--- src/hdl/pcfr_pkg.sv ---
// Shared constants, codes and types for the capture FIFO register block.
package pcfr_pkg;

  // Storage sizes
  localparam int SAMPLE_SLOTS = 64;
  localparam int REG_WORDS    = 64;
  localparam int FIFO_AW      = (SAMPLE_SLOTS > 1) ? $clog2(SAMPLE_SLOTS) : 1;
  localparam int FILL_W       = $clog2(SAMPLE_SLOTS + 1);
  localparam int REG_AW       = $clog2(REG_WORDS);
  localparam int WM_W         = 5;
  localparam int CMP_W        = (FILL_W > WM_W) ? FILL_W : WM_W;

  localparam logic [FIFO_AW-1:0] FIFO_LAST = FIFO_AW'(SAMPLE_SLOTS - 1);
  localparam logic [FILL_W-1:0]  FIFO_FULL = FILL_W'(SAMPLE_SLOTS);
  localparam logic [8:0]         REG_LIMIT = 9'(REG_WORDS);

  // Register word indexes
  localparam logic [7:0] IDX_CTRL       = 8'd0;
  localparam logic [7:0] IDX_STAT       = 8'd2;
  localparam logic [7:0] IDX_FIFO_CTRL  = 8'd4;
  localparam logic [7:0] IDX_FIFO_STAT  = 8'd5;
  localparam logic [7:0] IDX_DATA_FIRST = 8'(32'h24 >> 2);
  localparam logic [7:0] IDX_DATA_LAST  = 8'(32'h40 >> 2);
  localparam logic [7:0] IDX_VERSION    = 8'(32'h84 >> 2);
  localparam logic [7:0] IDX_PARAM      = 8'(32'h88 >> 2);

  // Constant register values
  localparam logic [31:0] VERSION_VALUE = 32'h020F_0000;
  localparam logic [31:0] PARAM_VALUE   = 32'h0000_0154;

  // Control register bits
  localparam int CTRL_DISABLE_BIT = 31;
  localparam int CTRL_ENABLE_BIT  = 29;
  localparam int CTRL_SRST_BIT    = 27;
  localparam logic [1:0] SEL_DMA  = 2'b01;

  // Item operation codes
  typedef enum logic [1:0] {
    OP_READ  = 2'd0,
    OP_WRITE = 2'd1,
    OP_TICK  = 2'd2,
    OP_NONE  = 2'd3
  } op_t;

  // Where a result's read data comes from
  typedef enum logic [1:0] {
    SRC_IMM  = 2'd0,
    SRC_REG  = 2'd1,
    SRC_FIFO = 2'd2
  } src_t;

  // Sample FIFO command
  typedef struct packed {
    logic        push;
    logic        pop;
    logic        clear;
    logic [31:0] push_data;
  } fifo_cmd_t;

  // Sample FIFO status
  typedef struct packed {
    logic [FILL_W-1:0] fill;
    logic              empty;
    logic              full;
  } fifo_stat_t;

  // Register memory access
  typedef struct packed {
    logic              we;
    logic [REG_AW-1:0] waddr;
    logic [31:0]       wdata;
    logic              re;
    logic [REG_AW-1:0] raddr;
  } reg_acc_t;

  // Sawtooth sample word from the 7-bit phase
  function automatic logic [31:0] saw_word(input logic [6:0] phase);
    logic [15:0] s16;
    s16 = {phase, 9'd0};
    return {s16, s16};
  endfunction

endpackage

--- src/hdl/pcfr_reg_ram.sv ---
// Register storage memory with per-word valid bits and a registered read port.
module pcfr_reg_ram (
  input  logic                 clk,
  input  logic                 rst,
  input  pcfr_pkg::reg_acc_t   acc,
  output logic [31:0]          rd_data
);

  logic [31:0]                mem [pcfr_pkg::REG_WORDS];
  logic [pcfr_pkg::REG_WORDS-1:0] valid;

  // Write storage
  always_ff @(posedge clk) begin
    if (acc.we) begin
      mem[acc.waddr] <= acc.wdata;
    end
  end

  // Mark written words; a word never written reads as zero
  always_ff @(posedge clk) begin
    if (rst) begin
      valid <= '0;
    end else if (acc.we) begin
      valid[acc.waddr] <= 1'b1;
    end
  end

  // Registered read, held between reads
  always_ff @(posedge clk) begin
    if (acc.re) begin
      rd_data <= valid[acc.raddr] ? mem[acc.raddr] : 32'd0;
    end
  end

endmodule

--- src/hdl/pcfr_sample_fifo.sv ---
// Receive sample FIFO: memory, pointers and fill count.
module pcfr_sample_fifo (
  input  logic                  clk,
  input  logic                  rst,
  input  pcfr_pkg::fifo_cmd_t   cmd,
  output pcfr_pkg::fifo_stat_t  stat,
  output logic [31:0]           rd_data
);

  logic [31:0]                   mem [pcfr_pkg::SAMPLE_SLOTS];
  logic [pcfr_pkg::FIFO_AW-1:0]  rd_ptr;
  logic [pcfr_pkg::FIFO_AW-1:0]  wr_ptr;
  logic [pcfr_pkg::FILL_W-1:0]   fill;

  assign stat.fill  = fill;
  assign stat.empty = (fill == '0);
  assign stat.full  = (fill == pcfr_pkg::FIFO_FULL);

  // Advance pointers and fill; clear wins
  always_ff @(posedge clk) begin
    if (rst || cmd.clear) begin
      rd_ptr <= '0;
      wr_ptr <= '0;
      fill   <= '0;
    end else begin
      if (cmd.push) begin
        wr_ptr <= (wr_ptr == pcfr_pkg::FIFO_LAST) ? '0 : wr_ptr + 1'b1;
      end
      if (cmd.pop) begin
        rd_ptr <= (rd_ptr == pcfr_pkg::FIFO_LAST) ? '0 : rd_ptr + 1'b1;
      end
      if (cmd.push && !cmd.pop) begin
        fill <= fill + 1'b1;
      end else if (cmd.pop && !cmd.push) begin
        fill <= fill - 1'b1;
      end
    end
  end

  // Store pushed words
  always_ff @(posedge clk) begin
    if (cmd.push) begin
      mem[wr_ptr] <= cmd.push_data;
    end
  end

  // Registered pop read, held until the next pop
  always_ff @(posedge clk) begin
    if (cmd.pop) begin
      rd_data <= mem[rd_ptr];
    end
  end

endmodule

--- src/hdl/pdm_capture_fifo_registers.sv ---
// Top level: item decode, control shadow, result stage and output register.
// The block takes one item (register read, register write or sample tick)
// every cycle unless a stalled result holds it off, and returns exactly
// one result per item, in order. A result passes through the result stage
// and the output register: the accepting edge loads the result stage and
// also performs the synchronous read of the register memory or the sample
// FIFO memory, and the output register is loaded as the result stage drains.
// A stalled result holds the result stage, which holds off the next item.
// Accesses to a memory entry by successive items never meet in the same
// cycle, so no forwarding is needed. The control and watermark registers
// are also held in flip-flops so that every tick sees them at once. No clearing
// pass runs after reset; the block is ready as soon as reset is released.
module pdm_capture_fifo_registers (
  input  logic        clk,
  input  logic        rst,
  input  logic        item_valid,
  output logic        item_ready,
  input  logic [1:0]  operation,
  input  logic [7:0]  word_index,
  input  logic [31:0] write_data,
  output logic        result_valid,
  input  logic        result_ready,
  output logic [31:0] read_data,
  output logic        dma_request
);

  // Control shadow and sawtooth phase
  logic [31:0]              ctrl;
  logic [31:0]              ctrl_next;
  logic [pcfr_pkg::WM_W-1:0] watermark;
  logic [pcfr_pkg::WM_W-1:0] watermark_next;
  logic [6:0]               saw;
  logic [6:0]               saw_next;

  // Result stage
  logic                 s1_valid;
  pcfr_pkg::src_t       s1_src;
  logic [31:0]          s1_value;
  logic                 s1_dma;
  pcfr_pkg::src_t       src_next;
  logic [31:0]          value_next;
  logic                 dma_next;

  logic                 accept;
  logic                 s1_adv;
  logic                 running;
  logic                 running_new;
  logic                 in_regs;
  logic                 is_data;
  logic [pcfr_pkg::CMP_W-1:0] fill_after;

  pcfr_pkg::fifo_cmd_t  fifo_cmd;
  pcfr_pkg::fifo_stat_t fifo_stat;
  pcfr_pkg::reg_acc_t   reg_acc;
  logic [31:0]          fifo_rd_data;
  logic [31:0]          reg_rd_data;

  pcfr_sample_fifo u_fifo (
    .clk     (clk),
    .rst     (rst),
    .cmd     (fifo_cmd),
    .stat    (fifo_stat),
    .rd_data (fifo_rd_data)
  );

  pcfr_reg_ram u_regs (
    .clk     (clk),
    .rst     (rst),
    .acc     (reg_acc),
    .rd_data (reg_rd_data)
  );

  // Handshake: take an item unless both the stage and the output are blocked
  assign s1_adv     = s1_valid && (!result_valid || result_ready);
  assign item_ready = !s1_valid || !result_valid || result_ready;
  assign accept     = item_valid && item_ready;

  assign running     = ctrl[pcfr_pkg::CTRL_ENABLE_BIT] && !ctrl[pcfr_pkg::CTRL_DISABLE_BIT];
  assign running_new = write_data[pcfr_pkg::CTRL_ENABLE_BIT]
                       && !write_data[pcfr_pkg::CTRL_DISABLE_BIT];
  assign in_regs     = ({1'b0, word_index} < pcfr_pkg::REG_LIMIT);
  assign is_data     = (word_index >= pcfr_pkg::IDX_DATA_FIRST)
                       && (word_index <= pcfr_pkg::IDX_DATA_LAST);
  assign fill_after  = pcfr_pkg::CMP_W'(fifo_stat.fill)
                       + pcfr_pkg::CMP_W'(fifo_cmd.push);

  // Decode the item: memory commands, shadow updates and the result source
  always_comb begin
    fifo_cmd       = '0;
    reg_acc        = '0;
    reg_acc.waddr  = word_index[pcfr_pkg::REG_AW-1:0];
    reg_acc.raddr  = word_index[pcfr_pkg::REG_AW-1:0];
    reg_acc.wdata  = write_data;
    fifo_cmd.push_data = pcfr_pkg::saw_word(saw);
    ctrl_next      = ctrl;
    watermark_next = watermark;
    saw_next       = saw;
    src_next       = pcfr_pkg::SRC_IMM;
    value_next     = 32'd0;
    dma_next       = 1'b0;
    if (accept) begin
      case (pcfr_pkg::op_t'(operation))
        pcfr_pkg::OP_READ: begin
          if (word_index == pcfr_pkg::IDX_VERSION) begin
            value_next = pcfr_pkg::VERSION_VALUE;
          end else if (word_index == pcfr_pkg::IDX_PARAM) begin
            value_next = pcfr_pkg::PARAM_VALUE;
          end else if (word_index == pcfr_pkg::IDX_STAT
                       || word_index == pcfr_pkg::IDX_FIFO_STAT) begin
            value_next = 32'd0;
          end else if (is_data) begin
            if (!fifo_stat.empty) begin
              fifo_cmd.pop = 1'b1;
              src_next     = pcfr_pkg::SRC_FIFO;
            end else if (running) begin
              value_next = pcfr_pkg::saw_word(saw);
              saw_next   = saw + 7'd1;
            end
          end else if (word_index == pcfr_pkg::IDX_CTRL) begin
            value_next = ctrl;
          end else if (in_regs) begin
            reg_acc.re = 1'b1;
            src_next   = pcfr_pkg::SRC_REG;
          end
        end
        pcfr_pkg::OP_WRITE: begin
          if (word_index == pcfr_pkg::IDX_CTRL) begin
            // Soft reset is self-clearing; start and stop also flush
            ctrl_next = write_data;
            ctrl_next[pcfr_pkg::CTRL_SRST_BIT] = 1'b0;
            fifo_cmd.clear = write_data[pcfr_pkg::CTRL_SRST_BIT]
                             || (running_new != running);
          end else if (word_index != pcfr_pkg::IDX_VERSION
                       && word_index != pcfr_pkg::IDX_PARAM && in_regs) begin
            reg_acc.we = 1'b1;
            if (word_index == pcfr_pkg::IDX_FIFO_CTRL) begin
              watermark_next = write_data[pcfr_pkg::WM_W-1:0];
            end
          end
        end
        pcfr_pkg::OP_TICK: begin
          if (running) begin
            if (!fifo_stat.full) begin
              fifo_cmd.push = 1'b1;
              saw_next      = saw + 7'd1;
            end
            dma_next = (ctrl[25:24] == pcfr_pkg::SEL_DMA)
                       && (fill_after > pcfr_pkg::CMP_W'(watermark));
          end
        end
        default: begin
        end
      endcase
    end
  end

  // Hold control state
  always_ff @(posedge clk) begin
    if (rst) begin
      ctrl      <= '0;
      watermark <= '0;
      saw       <= '0;
    end else begin
      ctrl      <= ctrl_next;
      watermark <= watermark_next;
      saw       <= saw_next;
    end
  end

  // Result stage: load on accept, drain into the output register
  always_ff @(posedge clk) begin
    if (rst) begin
      s1_valid <= 1'b0;
    end else if (accept) begin
      s1_valid <= 1'b1;
    end else if (s1_adv) begin
      s1_valid <= 1'b0;
    end
  end

  always_ff @(posedge clk) begin
    if (accept) begin
      s1_src   <= src_next;
      s1_value <= value_next;
      s1_dma   <= dma_next;
    end
  end

  // Output register: select memory data once it has been read
  always_ff @(posedge clk) begin
    if (rst) begin
      result_valid <= 1'b0;
    end else if (s1_adv) begin
      result_valid <= 1'b1;
    end else if (result_ready) begin
      result_valid <= 1'b0;
    end
  end

  always_ff @(posedge clk) begin
    if (s1_adv) begin
      dma_request <= s1_dma;
      case (s1_src)
        pcfr_pkg::SRC_REG:  read_data <= reg_rd_data;
        pcfr_pkg::SRC_FIFO: read_data <= fifo_rd_data;
        default:            read_data <= s1_value;
      endcase
    end
  end

`ifndef SYNTHESIS
  a_fill_bound: assert property (@(posedge clk) disable iff (rst)
    fifo_stat.fill <= pcfr_pkg::FIFO_FULL)
    else $error("sample FIFO fill beyond depth");

  a_stopped_tick: assert property (@(posedge clk) disable iff (rst)
    (accept && operation == pcfr_pkg::OP_TICK && !running)
      |=> (fifo_stat.fill == $past(fifo_stat.fill)) && $stable(saw))
    else $error("tick while stopped changed FIFO state");

  a_item_staged: assert property (@(posedge clk) disable iff (rst)
    accept |=> s1_valid)
    else $error("accepted item lost before result stage");

  a_no_push_pop: assert property (@(posedge clk) disable iff (rst)
    !(fifo_cmd.push && (fifo_cmd.pop || fifo_cmd.clear)))
    else $error("push collides with pop or clear");
`endif

endmodule
--- config.mk ---
export PLATFORM = sky130hd
export DESIGN_NAME = pdm_capture_fifo_registers
export DESIGN_NICKNAME = d
export VERILOG_FILES = /design/src/hdl/pcfr_pkg.sv /design/src/hdl/pcfr_reg_ram.sv /design/src/hdl/pcfr_sample_fifo.sv /design/src/hdl/pdm_capture_fifo_registers.sv
export SDC_FILE = /design/constraint.sdc
export NUM_CORES = 2
export LEC_CHECK = 0
export ABC_AREA = 1
export BUFFER_PORTS_ARGS = -buffer_cell sky130_fd_sc_hd__buf_2
export CAP_MARGIN = 40
export CORE_MARGIN = 3
export CORE_UTILIZATION = 38
export DETAILED_ROUTE_END_ITERATION = 7
export PLACE_DENSITY = 0.51
export SLEW_MARGIN = 30
export SYNTH_ARGS = -nofsm -noshare
export SYNTH_HDL_FRONTEND = slang
export SYNTH_SLANG_ARGS = --single-unit
--- constraint.sdc ---
create_clock -name clk -period 4.75 [get_ports clk]
set_input_delay 0.475 -clock clk [delete_from_list [all_inputs] [get_ports clk]]
set_output_delay 0.475 -clock clk [all_outputs]
set_load 0.02 [all_outputs]
Word-level counts from Yosys, hierarchy flattened. Memory sizes are Yosys's and may differ from the RTL's. A register that Yosys moved wholly into a read port is not among the register bits. Index checks and enable logic that the tools add are counted.

Memories: 2. Bits in writable memories: 2944. Input bits: 46. Logic and storage cells: 156. Bits in registers: 228. Bits in latches: 0. Bits in read-only memories: 0.

Memories: u_regs.mem (depth 64, bits a word 32, rd ports 1, clocked after memory_dff 1, write ports 1, RTL line pcfr_reg_ram.sv:9) `logic [31:0] mem [pcfr_pkg::REG_WORDS];`; u_fifo.mem (depth 64, bits a word 14, rd ports 1, clocked after memory_dff 1, write ports 1, RTL line pcfr_sample_fifo.sv:10) `logic [31:0] mem [pcfr_pkg::SAMPLE_SLOTS];`.

Reduce and logical (&&, ||, !) cells: 37. Shift operators: 0. Eq/ne operators: 24. $mul: 0. Add/sub/neg operators: 6. Bitwise logic cells: 3. Div/mod/pow operators: 0. Magnitude comparators: 6. Multiplexer cells: 61.

Operators with widths (number): 32-bit two-way mux (4); 26-bit two-way mux (3); 7-bit two-way mux (10); 64-bit bitwise OR (1); 32-bit one-hot mux with 2 select lines (1); 1-bit two-way mux (35); 8-bit by 3-bit equality test with 1-bit output (second input constant) (2); 8-bit by 6-bit equality test with 1-bit output (second input constant) (2); 2-bit != test (second input constant) (8); 8-bit by 6-bit != test with 1-bit output (second input constant) (2); 7-bit by 1-bit adder with 7-bit output (second input constant) (2); 7-bit one-hot mux with 2 select lines (1); 6-bit by 1-bit adder with 6-bit output (second input constant) (2); 6-bit equality test (second input constant) (2); 6-bit two-way mux (2); 1-bit logical AND (11); 10-bit AND reduction (1); 8-bit by 2-bit equality test with 1-bit output (second input constant) (1); 8-bit by 4-bit >= comparator with 1-bit output (second input constant) (1); 8-bit by 5-bit <= comparator with 1-bit output (second input constant) (1); 8-bit zero test (1); 8-bit by 7-bit < comparator with 1-bit output (second input constant) (1); 2-bit nonzero test (4); 7-bit by 1-bit adder with 7-bit output (1); other kinds (22) (38).

Longest topological paths before layout.
Depth after elaboration: 12. Mapped depth: 21. Depth with buffers taken out: 21.

By module. A second synthesis with hierarchy kept.

Cells, all modules: 16079. Area total of the unflattened synthesis: 179540.9 sq um.

By module, submodules not included: pcfr_sample_fifo (area each 88710.1 sq um, seq. area each 62840.3 sq um, cells each 8333, times used 1); pcfr_reg_ram (area each 85419.4 sq um, seq. area each 63741.1 sq um, cells each 7127, times used 1); pdm_capture_fifo_registers (area each 5411.4 sq um, seq. area each 2942.8 sq um, cells each 619, times used 1).

Worst setup path after synthesis. No wires, ideal clock.

Path kind: input port to flip-flop. Start: input port word_index[2]. End: memory u_regs.mem[8][0], enable pin. Data arrival time: 4.561 ns. Path buffers: 2. Setup slack: -0.312 ns. Data required time: 4.249 ns. Stages on the path: 10. Cells stage by stage: buf_2 > inv_2 > nand2_2 > inv_2 > nand2_1 > inv_2 > nor2_2 > nand3_2 > buf_6 > nor4_1.

Cells in the longest elaborated chain, start to end: 9. Elaborated cells between the ends (all ways): 12. Classes of those cells: order compare (1); eq/ne (2); mux (6); reduce/logical (3).

Ends and longest elaborated chain: start: declaration (RTL line pdm_capture_fifo_registers.sv:19) `input logic [7:0] word_index,`; parallel branches: the longest is 9 deep, another holds 8-bit by 7-bit < comparator with 1-bit output; end: declaration (RTL line pcfr_reg_ram.sv:9).

Several ways; the timed one is not identified.

Worst setup path after layout.
Start: register result_valid. End: memory u_regs.mem[48][8], enable pin.

Cells in the longest elaborated chain, start to end: 7.

Ends and longest elaborated chain: start: declaration (RTL line pdm_capture_fifo_registers.sv:21) `output logic result_valid,`; start signal: assignment (RTL line pdm_capture_fifo_registers.sv:192) `result_valid <= 1'b0;`; start signal: assignment (RTL line pdm_capture_fifo_registers.sv:194) `result_valid <= 1'b1;`; start signal: assignment (RTL line pdm_capture_fifo_registers.sv:196) `result_valid <= 1'b0;`; 1-bit zero test (RTL line pdm_capture_fifo_registers.sv:75) `assign item_ready = !s1_valid || !result_valid || result_ready;`; 1-bit logical OR (2 in series) (RTL line pdm_capture_fifo_registers.sv:75); 1-bit logical AND (RTL line pdm_capture_fifo_registers.sv:76) `assign accept = item_valid && item_ready;`; 1-bit two-way mux (RTL line pdm_capture_fifo_registers.sv:101) `if (accept) begin`; 1-bit two-way mux (RTL line pcfr_reg_ram.sv:14) `if (acc.we) begin`; 1-bit two-way mux (implied by the code) (RTL line pcfr_reg_ram.sv:15) `mem[acc.waddr] <= acc.wdata;`.

No other way between the ends.

==> summary.txt <==
Clocking
  • Root buf cell: clkbuf_16
  • Cts bufs inserted: 301
  • Postcts setup bufs: 0
  • TritonCTS clock tree: done
  • Clk slew on worst S/H paths: 60 ps
  • Max clock buf depth: 4
  • H-tree depth: 5
  • Clock Latency Late Sink: 900 ps
  • # clock sinks: 2731

Synthesis
  • Post-synth top area share: 68.8%
  • Cells after Synth: 10600
  • Avg Inst Size Synth: 10.7 sq um
  • Synth Cell Area: 114000 sq um
  • Synth unique cells: 36
  • Post-synth top area cell: edfxtp_1
  • EDFF count, synth: 2603
  • Synth Register Bits: 2731
  • Ys flop type: edfxtp_1
  • Top cells by area, synth: edfxtp_1 (69%), nand2_1 (12%), nand3_1 (3.7%)
  • Syn. warnings: 0
  • Synth async-reset ratio: 0%
  • Sequential fraction of the synthesis area: 71.1%

Setup path
  • CP Max Fanout: 32
  • Critical path required time: 5250 ps
  • Worst Path Class, Setup: reg -> reg
  • Startpoint Class: register
  • Worst setup EP type: register
  • Critical Path AT: 4370 ps

Timing
  • Period minus WS final: 3870 ps
  • Rel. slew slack: 33.3%
  • Slew Limit Fails: 0
  • Fmax: 258 MHz
  • Setup total negative slack: 0 ps
  • # setup viols final: 0
  • Worst Tran Pin Value: 1000 ps
  • Clock skew: 44.9 ps
  • RSZ-0062 raised after global routing: no
  • Hold Vio Cnt, Final: 0
  • Crit share post-route: 81.5%

Job
  • Number of max-cap violations: 0

Die
  • DIE WIDTH: 553 microns
  • Ports: 81
  • Core footprint: 297000 sq um
  • Die footprint: 305000 sq um
  • Initial core utilization: 38.2%
  • Row count: 200
  • Die Y: 553 microns

Cells and area
  • Commonest non-fill, non-tap cells in the layout: nand2_1 (3779), edfxtp_1 (2603), inv_1 (1019)
  • Area Growth Syn to Fin: 13.9%
  • Utilization after layout: 43.6%
  • Most common cell after layout, fill and taps aside: nand2_1
  • Final nets: 10900
  • Layout cells sized above 1: 7.25%
  • Non-filler cells, final: 15000

Pwr
  • Overall power: 52.0 mW
  • PwrDens: 402 nW/um^2
  • Peak supply drop: 274 uV
  • Leak: 50.5 nW

Placed design
  • HPWL after DPL: 205000 microns
  • IO buf count: 80
  • Routability cong.: 0.889
  • Inst Count DP: 14500

Detailed routing
  • Via Count: 77300
  • Detailed Routing Iterations Pass 1: 6
  • Drt drc: 0
  • Vias per cell: 5.15
  • Routed WL: 359000 microns
  • WL per Instance: 23.9 microns
  • ANT nets after route: 0
  • Drt initial violations: 8806

GRT
  • Initial antenna violation count: 32
  • GR Overflow Total: 0
  • First-pass GRT wire length: 515000 microns
  • Overall routing resource usage: 22.8%
  • Pin count of the biggest net entering global routing: 230
  • Number of global-route vias before repair: 72900

Outcome
  • Outcome: complete, no violations

Hold path
  • Hold Path Class: in -> reg
## metrics by stage
stage | hold WS [ps] | setup slack, ps | instance area, sq um
after CTS | 24.5 | 989 | 129000
after detailed placement | 417 | 562 | 120000
after floorplan | 400 | 528 | 114000
after global placement | 412 | 458 | 119000
final | 59.1 | 878 | 129000
after global routing | 31.0 | 678 | 129000
## metal layers
| layer | track usage [%] | up-vias | wire, microns |
|---|---|---|---|
| li1 | - | 35600 | - |
| met1 | 33.5 | 38300 | 160000 |
| met2 | 35.1 | 2980 | 160000 |
| met3 | 3.42 | 451 | 28300 |
| met4 | 6.29 | 10 | 9340 |
| met5 | 0 | - | 62 |
## critical path: stages, from the launching register on
cell     delay (ps)
dfxtp_1         360
nand3_1         180
nand2_1         130
buf_4           180
nor2_1          370
nand3_2         170
nor2_1          640
nand2_1         660
nor2_4          220
buf_4           550
## final timing paths
path	startpoint	to	slack [ps]	cells after the start
max reg2reg	result_valid$_SDFFE_PP0P_	u_regs.mem[48][8]$_DFFE_PP_	880	9
max	result_valid$_SDFFE_PP0P_	u_regs.mem[48][8]$_DFFE_PP_	880	9
min	write_data[15]	u_regs.mem[4][15]$_DFFE_PP_	60	1
min reg2reg	u_regs.valid[0]$_SDFFE_PP0P_	u_regs.valid[0]$_SDFFE_PP0P_	440	2
## registers in the layout, summed over array words and instances, names as in the netlist, 31 cells and up
| name | cells |
|---|---|
| u_regs.mem | 2048 |
| u_fifo.mem | 448 |
| u_regs.rd_data | 32 |
| s1_value | 32 |
| ctrl | 31 |
| u_regs.valid | 64 |
| read_data | 32 |
## where the power goes
| part | internal [mW] | switching, mW |
|---|---|---|
| Combinational | 0.621 | 2.20 |
| Sequential | 26.4 | 0.0361 |
| Clock | 13.1 | 9.63 |
| Total | 40.1 | 11.9 |
## area by class of cell
cell class / instances / area, sq um
fill: 27800 / 168000
sequential: 2731 / 80800
multi-input combinational: 6407 / 27100
clock buffer: 382 / 8020
tap: 3939 / 4930
inverter: 1063 / 4020
timing repair buffer: 327 / 3160
clock inverter: 165 / 1400
antenna: 11 / 27.5
## synth_stat cells, types with 2 or more instances
library cell,number
o21bai_1,2
nand2_2,3
nor3_1,9
nand4_1,66
ha_1,19
edfxtp_1,2603
a211oi_1,4
nor2_1,775
clkbuf_1,229
buf_6,3
nor2_2,11
o21ai_0,367
o211ai_1,59
inv_2,6
nor2_4,3
o22ai_1,27
buf_2,223
buf_1,61
nand2_1,3779
a21oi_1,311
nand3_1,846
xnor2_1,8
o21ai_1,4
dfxtp_1,128
xor2_1,9
nor3_4,3
inv_1,1050
clkinv_1,7
buf_4,17
## what timing repair did
item	4_1_cts	5_1_grt
hold endpoints to repair	12	15
hold buffers	3	2
resized for setup	0	0
## cell families after synthesis
family / after synthesis / share of synthesized area, %
DFF: 2731 / 71.1
xor gates and xnor gates: 17 / 0.131
AOI/OAI and AO/OA: 775 / 3.59
buffers and inverters: 1596 / 5.60
and+or+nand+nor: 5499 / 19.4
other: 1 / 0.00330
adders and majority gates: 20 / 0.227
No activity file was read; power rests on OpenSTA's default activity.
